--- config.mk ---
export PLATFORM = sky130hd
export DESIGN_NAME = uart_ring_buffers_xon_xoff
export DESIGN_NICKNAME = d
export VERILOG_FILES = /design/src/rtl/urb_pkg.sv /design/src/rtl/uart_ring_buffers_xon_xoff.sv /design/src/rtl/urb_ring.sv
export SDC_FILE = /design/constraint.sdc
export NUM_CORES = 1
export LEC_CHECK = 0
export BUFFER_PORTS_ARGS = -buffer_cell sky130_fd_sc_hd__buf_2
export CORE_MARGIN = 1.5
export CORE_UTILIZATION = 45
export CTS_CLUSTER_DIAMETER = 60
export DETAILED_ROUTE_END_ITERATION = 10
export GPL_TIMING_DRIVEN = 0
export MAX_ROUTING_LAYER = met4
export PLACE_DENSITY = 0.56
export SYNTH_ARGS = -nofsm -noshare
export SYNTH_HDL_FRONTEND = slang
export SYNTH_SLANG_ARGS = --single-unit
--- constraint.sdc ---
create_clock -name i_clk -period 12.8 [get_ports i_clk]
set_clock_uncertainty 0.15 [all_clocks]
set_input_delay 1.92 -clock i_clk [delete_from_list [all_inputs] [get_ports i_clk]]
set_output_delay 1.92 -clock i_clk [all_outputs]
set_load 0.02 [all_outputs]
--- src/rtl/urb_pkg.sv ---
package urb_pkg;

    localparam int URB_RX_DEPTH = 32;
    localparam int URB_TX_DEPTH = 32;

    localparam logic [7:0] URB_XON  = 8'h11;
    localparam logic [7:0] URB_XOFF = 8'h13;

    typedef enum logic [2:0] {
        OP_RX_BYTE = 3'd0,
        OP_PUT     = 3'd1,
        OP_TX_RDY  = 3'd2,
        OP_READ    = 3'd3,
        OP_CLR_RX  = 3'd4
    } t_op;

    typedef enum logic {
        S_IDLE,
        S_READ
    } t_state;

    typedef struct packed {
        logic push;
        logic pop;
        logic clr;
    } t_ring_ctl;

    typedef struct packed {
        logic empty;
        logic full;
    } t_ring_sts;

endpackage

--- src/rtl/uart_ring_buffers_xon_xoff.sv ---
// channel  direction  handshake              payload
// in       input      i_in_valid/o_in_stall  i_opcode, i_data_in, i_read_limit
// out      output     o_out_valid/i_out_stall o_accepted, o_byte_valid, o_byte_out,
//                                             o_last, o_tx_busy
// A read of n bytes yields n words, one word per cycle while i_out_stall is low,
// paced by the registered head read of the receive ring.
// Both rings are single-port-write memories with a prefetched head word.
// Reset is synchronous; rings come up empty and flow stopped.
// Input stalls during a multi-word read and while the output word is held.
module uart_ring_buffers_xon_xoff
    import urb_pkg::*;
#(
    parameter int RX_DEPTH = URB_RX_DEPTH,
    parameter int TX_DEPTH = URB_TX_DEPTH
) (
    input  logic       i_clk,
    input  logic       i_rst_n,
    input  logic       i_in_valid,
    output logic       o_in_stall,
    input  logic [2:0] i_opcode,
    input  logic [7:0] i_data_in,
    input  logic [7:0] i_read_limit,
    output logic       o_out_valid,
    input  logic       i_out_stall,
    output logic       o_accepted,
    output logic       o_byte_valid,
    output logic [7:0] o_byte_out,
    output logic       o_last,
    output logic       o_tx_busy
);

    localparam int RXW = $clog2(RX_DEPTH);
    localparam int TXW = $clog2(TX_DEPTH);

    t_ring_ctl      rx_ctl;
    t_ring_ctl      tx_ctl;
    t_ring_sts      rx_sts;
    t_ring_sts      tx_sts;
    logic [7:0]     rx_rdata;
    logic [7:0]     tx_rdata;
    logic [7:0]     tx_wdata;
    logic [RXW-1:0] rx_count;
    logic [TXW-1:0] tx_count;
    logic [7:0]     rx_cnt8;
    logic [7:0]     rd_cnt;

    t_state         r_state;
    t_state         n_state;
    logic [7:0]     r_rem;
    logic [7:0]     n_rem;
    logic           r_flow_stop;
    logic           n_flow_stop;
    logic           r_tx_active;
    logic           n_tx_active;

    logic           r_out_valid;
    logic           r_accepted;
    logic           r_byte_valid;
    logic [7:0]     r_byte_out;
    logic           r_last;
    logic           r_tx_busy;
    logic           n_accepted;
    logic           n_byte_valid;
    logic [7:0]     n_byte_out;
    logic           n_last;
    logic           load_out;
    logic           out_free;
    logic           fire;

    urb_ring #(.DEPTH(RX_DEPTH)) u_rx_ring (
        .i_clk   (i_clk),
        .i_rst_n (i_rst_n),
        .i_ctl   (rx_ctl),
        .i_wdata (i_data_in),
        .o_rdata (rx_rdata),
        .o_sts   (rx_sts),
        .o_count (rx_count)
    );

    urb_ring #(.DEPTH(TX_DEPTH)) u_tx_ring (
        .i_clk   (i_clk),
        .i_rst_n (i_rst_n),
        .i_ctl   (tx_ctl),
        .i_wdata (tx_wdata),
        .o_rdata (tx_rdata),
        .o_sts   (tx_sts),
        .o_count (tx_count)
    );

    assign out_free   = ~r_out_valid | ~i_out_stall;
    assign o_in_stall = (r_state != S_IDLE) | ~out_free;
    assign fire       = i_in_valid & ~o_in_stall;
    assign rx_cnt8    = 8'(rx_count);
    assign rd_cnt     = (rx_cnt8 < i_read_limit) ? rx_cnt8 : i_read_limit;

    always_comb begin
        n_state      = r_state;
        n_rem        = r_rem;
        n_flow_stop  = r_flow_stop;
        n_tx_active  = r_tx_active;
        rx_ctl       = '0;
        tx_ctl       = '0;
        tx_wdata     = i_data_in;
        load_out     = 1'b0;
        n_accepted   = 1'b0;
        n_byte_valid = 1'b0;
        n_byte_out   = '0;
        n_last       = 1'b1;
        case (r_state)
            S_IDLE: begin
                if (fire) begin
                    load_out = 1'b1;
                    case (t_op'(i_opcode))
                        OP_RX_BYTE: begin
                            if (!rx_sts.full) begin
                                rx_ctl.push = 1'b1;
                                n_accepted  = 1'b1;
                            end else if (!r_flow_stop) begin
                                n_flow_stop = 1'b1;
                                tx_wdata    = URB_XOFF;
                                if (!tx_sts.full) begin
                                    tx_ctl.push = 1'b1;
                                    n_tx_active = 1'b1;
                                end
                            end
                        end
                        OP_PUT: begin
                            if (!tx_sts.full) begin
                                tx_ctl.push = 1'b1;
                                n_tx_active = 1'b1;
                                n_accepted  = 1'b1;
                            end
                        end
                        OP_TX_RDY: begin
                            if (!tx_sts.empty) begin
                                tx_ctl.pop   = 1'b1;
                                n_byte_valid = 1'b1;
                                n_byte_out   = tx_rdata;
                            end else begin
                                n_tx_active = 1'b0;
                            end
                        end
                        OP_READ: begin
                            if (rd_cnt != 8'd0) begin
                                rx_ctl.pop   = 1'b1;
                                n_byte_valid = 1'b1;
                                n_byte_out   = rx_rdata;
                                n_last       = (rd_cnt == 8'd1);
                                n_rem        = rd_cnt - 8'd1;
                                if (rd_cnt != 8'd1) begin
                                    n_state = S_READ;
                                end
                                // XON goes in up front; tx ring is idle during the read
                                if (r_flow_stop) begin
                                    n_flow_stop = 1'b0;
                                    tx_wdata    = URB_XON;
                                    if (!tx_sts.full) begin
                                        tx_ctl.push = 1'b1;
                                        n_tx_active = 1'b1;
                                    end
                                end
                            end
                        end
                        OP_CLR_RX: begin
                            rx_ctl.clr = 1'b1;
                        end
                        default: begin
                        end
                    endcase
                end
            end
            S_READ: begin
                if (out_free) begin
                    load_out     = 1'b1;
                    rx_ctl.pop   = 1'b1;
                    n_byte_valid = 1'b1;
                    n_byte_out   = rx_rdata;
                    n_last       = (r_rem == 8'd1);
                    n_rem        = r_rem - 8'd1;
                    if (r_rem == 8'd1) begin
                        n_state = S_IDLE;
                    end
                end
            end
            default: begin
                n_state = S_IDLE;
            end
        endcase
    end

    always_ff @(posedge i_clk) begin
        if (!i_rst_n) begin
            r_state     <= S_IDLE;
            r_rem       <= '0;
            r_flow_stop <= 1'b1;
            r_tx_active <= 1'b0;
            r_out_valid <= 1'b0;
        end else begin
            r_state     <= n_state;
            r_rem       <= n_rem;
            r_flow_stop <= n_flow_stop;
            r_tx_active <= n_tx_active;
            if (load_out) begin
                r_out_valid <= 1'b1;
            end else if (!i_out_stall) begin
                r_out_valid <= 1'b0;
            end
        end
    end

    always_ff @(posedge i_clk) begin
        if (load_out) begin
            r_accepted   <= n_accepted;
            r_byte_valid <= n_byte_valid;
            r_byte_out   <= n_byte_out;
            r_last       <= n_last;
            r_tx_busy    <= n_tx_active;
        end
    end

    assign o_out_valid  = r_out_valid;
    assign o_accepted   = r_accepted;
    assign o_byte_valid = r_byte_valid;
    assign o_byte_out   = r_byte_out;
    assign o_last       = r_last;
    assign o_tx_busy    = r_tx_busy;

`ifndef SYNTH
    a_rx_no_pop_empty: assert property (@(posedge i_clk) disable iff (!i_rst_n)
        rx_ctl.pop |-> !rx_sts.empty)
        else $error("rx pop on empty ring");

    a_tx_no_push_full: assert property (@(posedge i_clk) disable iff (!i_rst_n)
        tx_ctl.push |-> !tx_sts.full)
        else $error("tx push on full ring");

    a_read_rem: assert property (@(posedge i_clk) disable iff (!i_rst_n)
        (r_state == S_READ) |-> (r_rem != 8'd0) && (8'(rx_count) >= r_rem))
        else $error("read count exceeds ring contents");

    a_xoff_on_overflow: assert property (@(posedge i_clk) disable iff (!i_rst_n)
        $rose(r_flow_stop) && $past(i_rst_n) |-> $past(rx_sts.full))
        else $error("flow stopped without rx overflow");

    a_tx_count_empty: assert property (@(posedge i_clk) disable iff (!i_rst_n)
        tx_sts.empty == (tx_count == '0))
        else $error("tx count disagrees with empty flag");
`endif

endmodule

--- src/rtl/urb_ring.sv ---
module urb_ring
    import urb_pkg::*;
#(
    parameter int DEPTH = URB_RX_DEPTH,
    localparam int PW = $clog2(DEPTH)
) (
    input  logic          i_clk,
    input  logic          i_rst_n,
    input  t_ring_ctl     i_ctl,
    input  logic [7:0]    i_wdata,
    output logic [7:0]    o_rdata,
    output t_ring_sts     o_sts,
    output logic [PW-1:0] o_count
);

    localparam logic [PW-1:0] LAST_IDX = PW'(DEPTH - 1);
    localparam logic [PW:0]   DEPTH_W  = (PW + 1)'(DEPTH);

    logic [7:0]    mem [DEPTH];
    logic [PW-1:0] r_wp;
    logic [PW-1:0] r_rp;
    logic [PW-1:0] n_wp;
    logic [PW-1:0] n_rp;
    logic [PW-1:0] wp_next;
    logic [PW-1:0] rp_next;
    logic [PW:0]   diff;
    logic          push_ok;
    logic          pop_ok;
    logic [7:0]    r_rdata;

    assign wp_next = (r_wp == LAST_IDX) ? '0 : r_wp + 1'b1;
    assign rp_next = (r_rp == LAST_IDX) ? '0 : r_rp + 1'b1;

    assign o_sts.empty = (r_wp == r_rp);
    assign o_sts.full  = (wp_next == r_rp);
    assign push_ok     = i_ctl.push & ~o_sts.full;
    assign pop_ok      = i_ctl.pop & ~o_sts.empty;

    always_comb begin
        diff = {1'b0, r_wp} - {1'b0, r_rp};
        if (r_wp < r_rp) begin
            diff = diff + DEPTH_W;
        end
        o_count = diff[PW-1:0];
    end

    always_comb begin
        n_wp = r_wp;
        n_rp = r_rp;
        if (i_ctl.clr) begin
            n_wp = '0;
            n_rp = '0;
        end else begin
            if (push_ok) begin
                n_wp = wp_next;
            end
            if (pop_ok) begin
                n_rp = rp_next;
            end
        end
    end

    always_ff @(posedge i_clk) begin
        if (!i_rst_n) begin
            r_wp <= '0;
            r_rp <= '0;
        end else begin
            r_wp <= n_wp;
            r_rp <= n_rp;
        end
    end

    // head prefetch, write-through when the head entry is written
    always_ff @(posedge i_clk) begin
        if (push_ok) begin
            mem[r_wp] <= i_wdata;
        end
        if (push_ok && (r_wp == n_rp)) begin
            r_rdata <= i_wdata;
        end else begin
            r_rdata <= mem[n_rp];
        end
    end

    assign o_rdata = r_rdata;

endmodule

==> metrics.md, run 1 <==
| Metric | Value |
|---|---|
| Ys async rst share | `0%` |
| Vias/cell | `~5.8` |
| Final worst-path cycle share | `between 40% and 50%` |
| Crit Path Class | `reg -> reg` |
| Slew Limit Fails | `0` |
| RSZ-0062 raised after global routing | `no` |
| Max-slew headroom | `between 10% and 20%` |
| Seq/Total Area, Yosys | `71.5%` |
| Overall Power | `~3800 uW` |
| Diodes inserted | `0` |
| Synth Cell Area | `about 23000 um2` |
| Most frequent cells in the layout | `edfxtp_1 (524), mux4_2 (160), nor2_1 (71)` |
| Pwr Density | `approximately 150 nW/um2` |
| Critical Path RT | `~13 ns` |
| TritonCTS clock tree | `done` |
| Peak VDD IR | `roughly 0.11 mV` |
| Post-CTS Resized | `0` |
| Clock sink total | `566` |
| Die height | `~230 um` |
| Die W | `approximately 230 um` |
| Setup TNS | `0 ns` |
| Grt total ovfl | `0` |
| Mean Syn Cell Area | `about 19 um2` |
| Worst-path fanout max | `32` |
| CTS root buf | `clkbuf_16` |
| F_max | `0.159 GHz` |
| Final hold vios | `0` |
| Synth Area in Adders | `around 1.5%` |
| Routed WL per cell | `about 26 um` |
| Starting Density | `45.9%` |
| Cts hold-fix bufs | `0` |
| Layout cells sized above 1 | `between 20% and 30%` |
| DRC Markers | `0` |
| Net Count, Synth | `approximately 1300` |
| Leak Pwr | `a little over 0.008 uW` |
| # fillers | `between 4000 and 5000` |
| Vias in the first global route | `around 12000` |
| Setup bufs post-CTS | `0` |
| Gpl congestion | `roughly 0.88` |
| Max Cap Viol | `0` |
| Synth warn | `0` |
| CTS buffer count | `61` |
| Row cnt | `between 80 and 90` |
| CTS H-Tree Depth | `2` |
| Placed Cells | `1922` |
| DP HPWL | `about 36 mm` |
| Number of enable flip-flop cells after synthesis | `around 520` |
| Simple-Gate Fraction of Synth Area | `about 5.1%` |
| Min Tclk post-route | `between 6 and 7 ns` |
| Area occupied by registers | `16600 um2` |
| Clock transition at path regs | `approximately 0.060 ns` |
| Post-DRT Antenna Nets | `0` |
| Cell variety after synth | `64` |
| Largest net degree at the start of global routing | `35` |
| Ys flop type | `edfxtp_1` |
| Layout Utilization | `51.8%` |
| Main combinational cell family by area after synthesis | `multiplexers` |
| Compound-Gate Fraction of Synth Area | `around 3.0%` |
| Number of setup violations in the final report | `0` |
| First-pass GRT wire length | `about 80 mm` |
| HP Class | `reg -> reg` |
| Die area | `roughly 53000 um2` |
| Total iterations of the first detailed-routing run | `7` |
| Post-Synthesis Cells | `about 1200` |
| Most common cell after layout, fill and taps aside | `edfxtp_1` |
| Syn-to-layout area delta | `12.9%` |
| Yosys reg bits | `roughly 570` |
| Endpoint type of the worst setup path | `flop` |
| Clock tree buffer depth | `3` |
| Mux contribution to synthesized area | `between 15 and 20%` |
| Core area | `50500 um2` |
| DR iter-0 viols | `between 1000 and 1500` |
| Post-Layout Cell Count | `slightly above 2000` |
| Clk Latency, worst-skew pair | `~0.64 ns` |
| Synth Area in XOR/XNOR | `less than 1%` |
| Num ports | `37` |
| Nets | `approximately 1400` |
| Status | `finished clean` |
| Final WL | `about 54 mm` |
| Actual slew at the worst max-slew pin | `around 1.2 ns` |
| Port Buffer Count | `34` |
| Multi-input logic area | `6280 um2` |
| Total vias in the final route | `between 10000 and 15000` |
| Initial antenna violation count | `0` |
| CP Data Arrival Time | `around 6.4 ns` |
| Final hold slack | `0.319 ns` |
| GR Util All Layers | `approximately a fifth` |
| CP startpoint kind | `flop` |
## cell families after synthesis
logic type,Yosys count
multiplexers,184
AO/OA/AOI/OAI,109
XOR/XNOR,23
flip-flops,566
AND/OR/NAND/NOR,226
adder cells (fa/ha/maj),27
buffers and inverters,80
## power breakdown
group / leakage, uW / internal [uW] / switching (uW)
registers: 0.00506 / 2020 / 3.27
clock network: 0.000945 / 989 / 720
logic: 0.00226 / 13.9 / 52.0
## critical path, stage by stage (launching register included)
cell and delay, ns:
dfxtp_1 0.38, inv_1 0.16, ha_1 0.20, inv_1 0.06
fa_1 0.43, a21o_1 0.18, a21oi_1 0.16, xnor2_1 0.29
inv_1 0.13, ha_1 0.30, nor2_1 0.04, nor4_1 0.49
nand2_1 0.33, a21oi_1 0.39, inv_1 0.09, ha_1 0.24
inv_1 0.10, a21oi_1 0.06, a31o_2 0.33, o22ai_1 0.17
nand3_1 0.27, nand2b_1 0.91
## metal layers
metal,wire length (um),up-vias,track usage (%),part of all wire (%)
met1,23400,6131,28.8,43
met2,26100,328,33.7,49
met3,2730,93,3.04,5.1
li1,-,5189,-,-
met4,1630,0,7.17,3.0
met5,0,-,-,0
## layout make-up
cell class | count | share of cell area [%]
Timing Repair Buffer | 35 | 0.708
Multi-Input combinational cell | 569 | 24.0
Sequential cell | 566 | 63.4
Clock buffer | 76 | 6.13
Tap cell | 672 | 3.21
Buffer | 57 | 0.918
Inverter | 23 | 0.330
Clock inverter | 37 | 1.33
## path summary, 6_finish.rpt
path                           from             endpoint  slack, ns  cells past startpoint
setup / recovery  u_rx_ring.r_wp[0]  u_tx_ring.mem[6][0]       6.53                     21
hold / removal             r_rem[6]             r_rem[6]       0.32                      1
setup reg to reg  u_rx_ring.r_wp[0]  u_tx_ring.mem[6][0]       6.53                     21
hold reg to reg            r_rem[6]             r_rem[6]       0.32                      1
## sequential cells by signal, summed over array words and instances, names as in the netlist, 5 cells and up, named ones only
| register | cells |
|---|---|
| u_tx_ring.r_wp | 5 |
| u_tx_ring.mem | 256 |
| r_rem | 8 |
| o_byte_out | 8 |
| u_rx_ring.r_wp | 5 |
| u_rx_ring.mem | 256 |
| u_rx_ring.r_rp | 5 |
| u_tx_ring.r_rp | 5 |
## Yosys cell counts (4+ instances only)
library cell,count,share of area [%]
edfxtp_1,524,68
mux4_2,160,16
nor2_1,71,1.2
dfxtp_1,42,3.6
and3_1,39,1.1
a21oi_1,32,0.69
clkbuf_1,30,0.49
nand2_1,30,0.49
o21ai_0,27,0.58
ha_1,26,1.4
inv_1,22,0.36
mux2i_1,20,0.86
xnor2_1,19,0.72
buf_2,18,0.39
nand3_1,15,0.32
nor3_1,13,0.28
and2_1,12,0.32
o22ai_1,10,0.27
a31oi_1,6,0.16
buf_1,6,0.097
nand2b_1,6,0.16
nor2b_1,5,0.13
or3_1,5,0.13
a21boi_0,4,0.13
a41o_1,4,0.17
mux2_2,4,0.19
nand3b_1,4,0.13
nor3b_1,4,0.13
nor4_1,4,0.11
## per-stage QoR
| step | instance area (um2) | worst slack, ns |
|---|---|---|
| 3_3_place_gp | 24200 | 6.26 |
| 3_5_place_dp | 24200 | 6.20 |
| 2_1_floorplan | 23200 | 7.59 |
| 6_report | 26200 | 6.53 |
| 5_1_grt | 26200 | 6.01 |
| 4_1_cts | 26200 | 6.31 |
Note: power is estimated with default switching activity, not from simulation.
==> inputs of run 2 (changes only) <==
==> constraint.sdc (replaced) <==
create_clock -name i_clk -period 5.8 [get_ports i_clk]
set_clock_uncertainty 0.15 [all_clocks]
set_input_delay 0.87 -clock i_clk [delete_from_list [all_inputs] [get_ports i_clk]]
set_output_delay 0.87 -clock i_clk [all_outputs]
set_load 0.02 [all_outputs]
==> metrics.md, run 2 (synthesis gave the netlist of run 1 again) <==
| Metric | Value |
|---|---|
| Clock transition at path regs | `around 0.060 ns` |
| Core area | `50500 um2` |
| Vias in the first global route | `roughly 12000` |
| Endpoint type of the worst setup path | `flop` |
| Diodes inserted | `0` |
| Row cnt | `82` |
| Post-place setup slack | `-0.663 ns` |
| Final worst-path cycle share | `a little over nine tenths` |
| WP buf/inv | `6` |
| Critical path origin | `u_rx_ring.r_wp[0]` |
| Number of setup violations in the final report | `0` |
| Net Sw Frac | `about a fifth` |
| CP startpoint kind | `flop` |
| # fillers | `between 4000 and 5000` |
| Critical-path top delay cell | `fa_1` |
| Gpl congestion | `approximately 0.88` |
| Post-DRT Antenna Nets | `0` |
| DP HPWL | `about 36 mm` |
| Critical R2R Capture | `u_tx_ring.mem[31][1]` |
| CP Data Arrival Time | `5.62 ns` |
| Reg2reg start | `u_rx_ring.r_wp[0]` |
| Slew Limit Fails | `0` |
| GR Util All Layers | `21.4%` |
| Clock tree buffer depth | `3` |
| Post-Layout Cell Count | `2035` |
| R2R Setup Slk | `around 0.34 ns` |
| Largest net degree at the start of global routing | `35` |
| Clock power frac | `44.9%` |
| HP Class | `reg -> reg` |
| TritonCTS clock tree | `done` |
| Reg2reg path depth | `23` |
| CTS root buf | `clkbuf_16` |
| Die W | `230 um` |
| F_max | `0.183 GHz` |
| Port Buffer Count | `34` |
| Layout cells sized above 1 | `about a quarter` |
| Largest regs | `u_rx_ring.mem (256), u_tx_ring.mem (256)` |
| Actual slew at the worst max-slew pin | `1.03 ns` |
| Status | `finished clean` |
| Final hold vios | `0` |
| Crit path cell chain | `inv_1 > ha_1 > inv_1 > fa_1 > a21o_1 > a21oi_1 > xnor2_1 > inv_1 > ha_1 > a211oi_1 > o21ai_1 > nand2_2 > nor2_1 > a21oi_2 > inv_1 > ha_1 > inv_1 > a21oi_1 > a31oi_2 > a22oi_2 > nor2_4 > clkbuf_2 > and3_2` |
| Crit Path Class | `reg -> reg` |
| Min Tclk post-route | `5.46 ns` |
| P_sw | `around 1700 uW` |
| Minimum setup slack in the final design | `approximately 0.34 ns` |
| Critical Path RT | `slightly below 6 ns` |
| Peak VDD IR | `approximately 0.25 mV` |
| Placed Cells | `around 1900` |
| Max Cap Viol | `0` |
| Pwr Density | `about 320 nW/um2` |
| Syn-to-layout area delta | `13.6%` |
| DRC Markers | `0` |
| Logic pwr share | `roughly 1.8%` |
| Total vias in the final route | `around 12000` |
| Die height | `230 um` |
| Worst-path fanout max | `10` |
| Clk Latency, worst-skew pair | `approximately 0.64 ns` |
| CP Capture Point | `u_tx_ring.mem[31][1]` |
| DR iter-0 viols | `999` |
| Nets | `about 1400` |
| Crit-path leading delay family | `compound AO/OA/AOI/OAI gates` |
| Cts hold-fix bufs | `0` |
| RSZ-0062 raised after global routing | `yes` |
| Top cell by count, worst path | `inv_1` |
| Most common cell after layout, fill and taps aside | `edfxtp_1` |
| CTS buffer count | `61` |
| CTS H-Tree Depth | `2` |
| Starting Density | `between 40% and 50%` |
| CP max stage delay | `0.43 ns` |
| Int Pwr | `approximately 6700 uW` |
| Grt total ovfl | `0` |
| First-pass GRT wire length | `between 70 and 80 mm` |
| Num ports | `37` |
| Final WL | `between 50 and 60 mm` |
| Initial antenna violation count | `0` |
| Total iterations of the first detailed-routing run | `5` |
| Sequential share of power | `53.3%` |
| Routed WL per cell | `26.5 um` |
| Clock sink total | `around 570` |
| Layout Utilization | `around 52%` |
| Max-slew headroom | `between 30% and 40%` |
| CP Depth | `23` |
| Setup TNS | `0 ns` |
| Leak Pwr | `between 0.008 and 0.009 uW` |
| Vias/cell | `between 5 and 6` |
| Setup bufs post-CTS | `0` |
| Most frequent cells in the layout | `edfxtp_1 (524), mux4_2 (160), nor2_1 (71)` |
| Die area | `52900 um2` |
[run 2: timing repair]
action                     4_1_cts  5_1_grt
resized for setup               32       41
setup endpoints to repair      456      493
hold endpoints to repair         0        0
[run 2: how the worst min path moves through the flow]
stage          slack, ns  cells past startpoint  startpoint        to
3_3_place_gp        0.31                      1    r_rem[6]  r_rem[6]
6_report            0.32                      1    r_rem[6]  r_rem[6]
5_1_grt             0.35                      1    r_rem[6]  r_rem[6]
2_1_floorplan       0.27                      1    r_rem[6]  r_rem[6]
4_1_cts             0.32                      2    r_rem[5]  r_rem[5]
3_5_place_dp        0.31                      1    r_rem[6]  r_rem[6]
[run 2: through the flow]
| stage | total power [uW] | cell area [um2] | hold WS, ns |
|---|---|---|---|
| after floorplan | 4620 | 23200 | 0.274 |
| final | 8390 | 26300 | 0.317 |
| after detailed placement | 4710 | 24200 | 0.308 |
| after global routing | 8650 | 26300 | 0.351 |
| after global placement | 4700 | 24200 | 0.306 |
| after CTS | 8470 | 26200 | 0.322 |
[run 2: area by class of cell]
type | count | area, um2 | share of cell area, %
sequential | 566 | 16600 | 63.0
multi-input combinational | 569 | 6440 | 24.5
clock buffer | 76 | 1600 | 6.09
tap | 672 | 841 | 3.19
clock inverter | 37 | 349 | 1.33
buffer | 57 | 244 | 0.927
timing repair buffer | 35 | 185 | 0.703
inverter | 23 | 86.3 | 0.328
[run 2: power by group through the flow]
stage	combinational, uW	sequential (uW)	clock [uW]
floorplan	58.3	4560	0
global placement	140	4560	0
detailed placement	148	4560	0
CTS	149	4470	3850
global route	163	4470	4020
finish	149	4470	3770
[run 2: layer usage]
layer  GRT usage [%]  wire length, um
met5               -                0
met4            7.19             1550
met3            3.05             2430
met2            33.7            26200
met1            28.8            23800
[run 2: worst reg2reg max path: stages, from the launching register on]
cell and delay (ns):
dfxtp_1 0.37, inv_1 0.16, ha_1 0.20, inv_1 0.06, fa_1 0.43, a21o_1 0.18, a21oi_1 0.16, xnor2_1 0.28
inv_1 0.13, ha_1 0.23, a211oi_1 0.21, o21ai_1 0.20, nand2_2 0.20, nor2_1 0.08, a21oi_2 0.19, inv_1 0.07
ha_1 0.23, inv_1 0.10, a21oi_1 0.06, a31oi_2 0.30, a22oi_2 0.20, nor2_4 0.25, clkbuf_2 0.31, and3_2 0.39
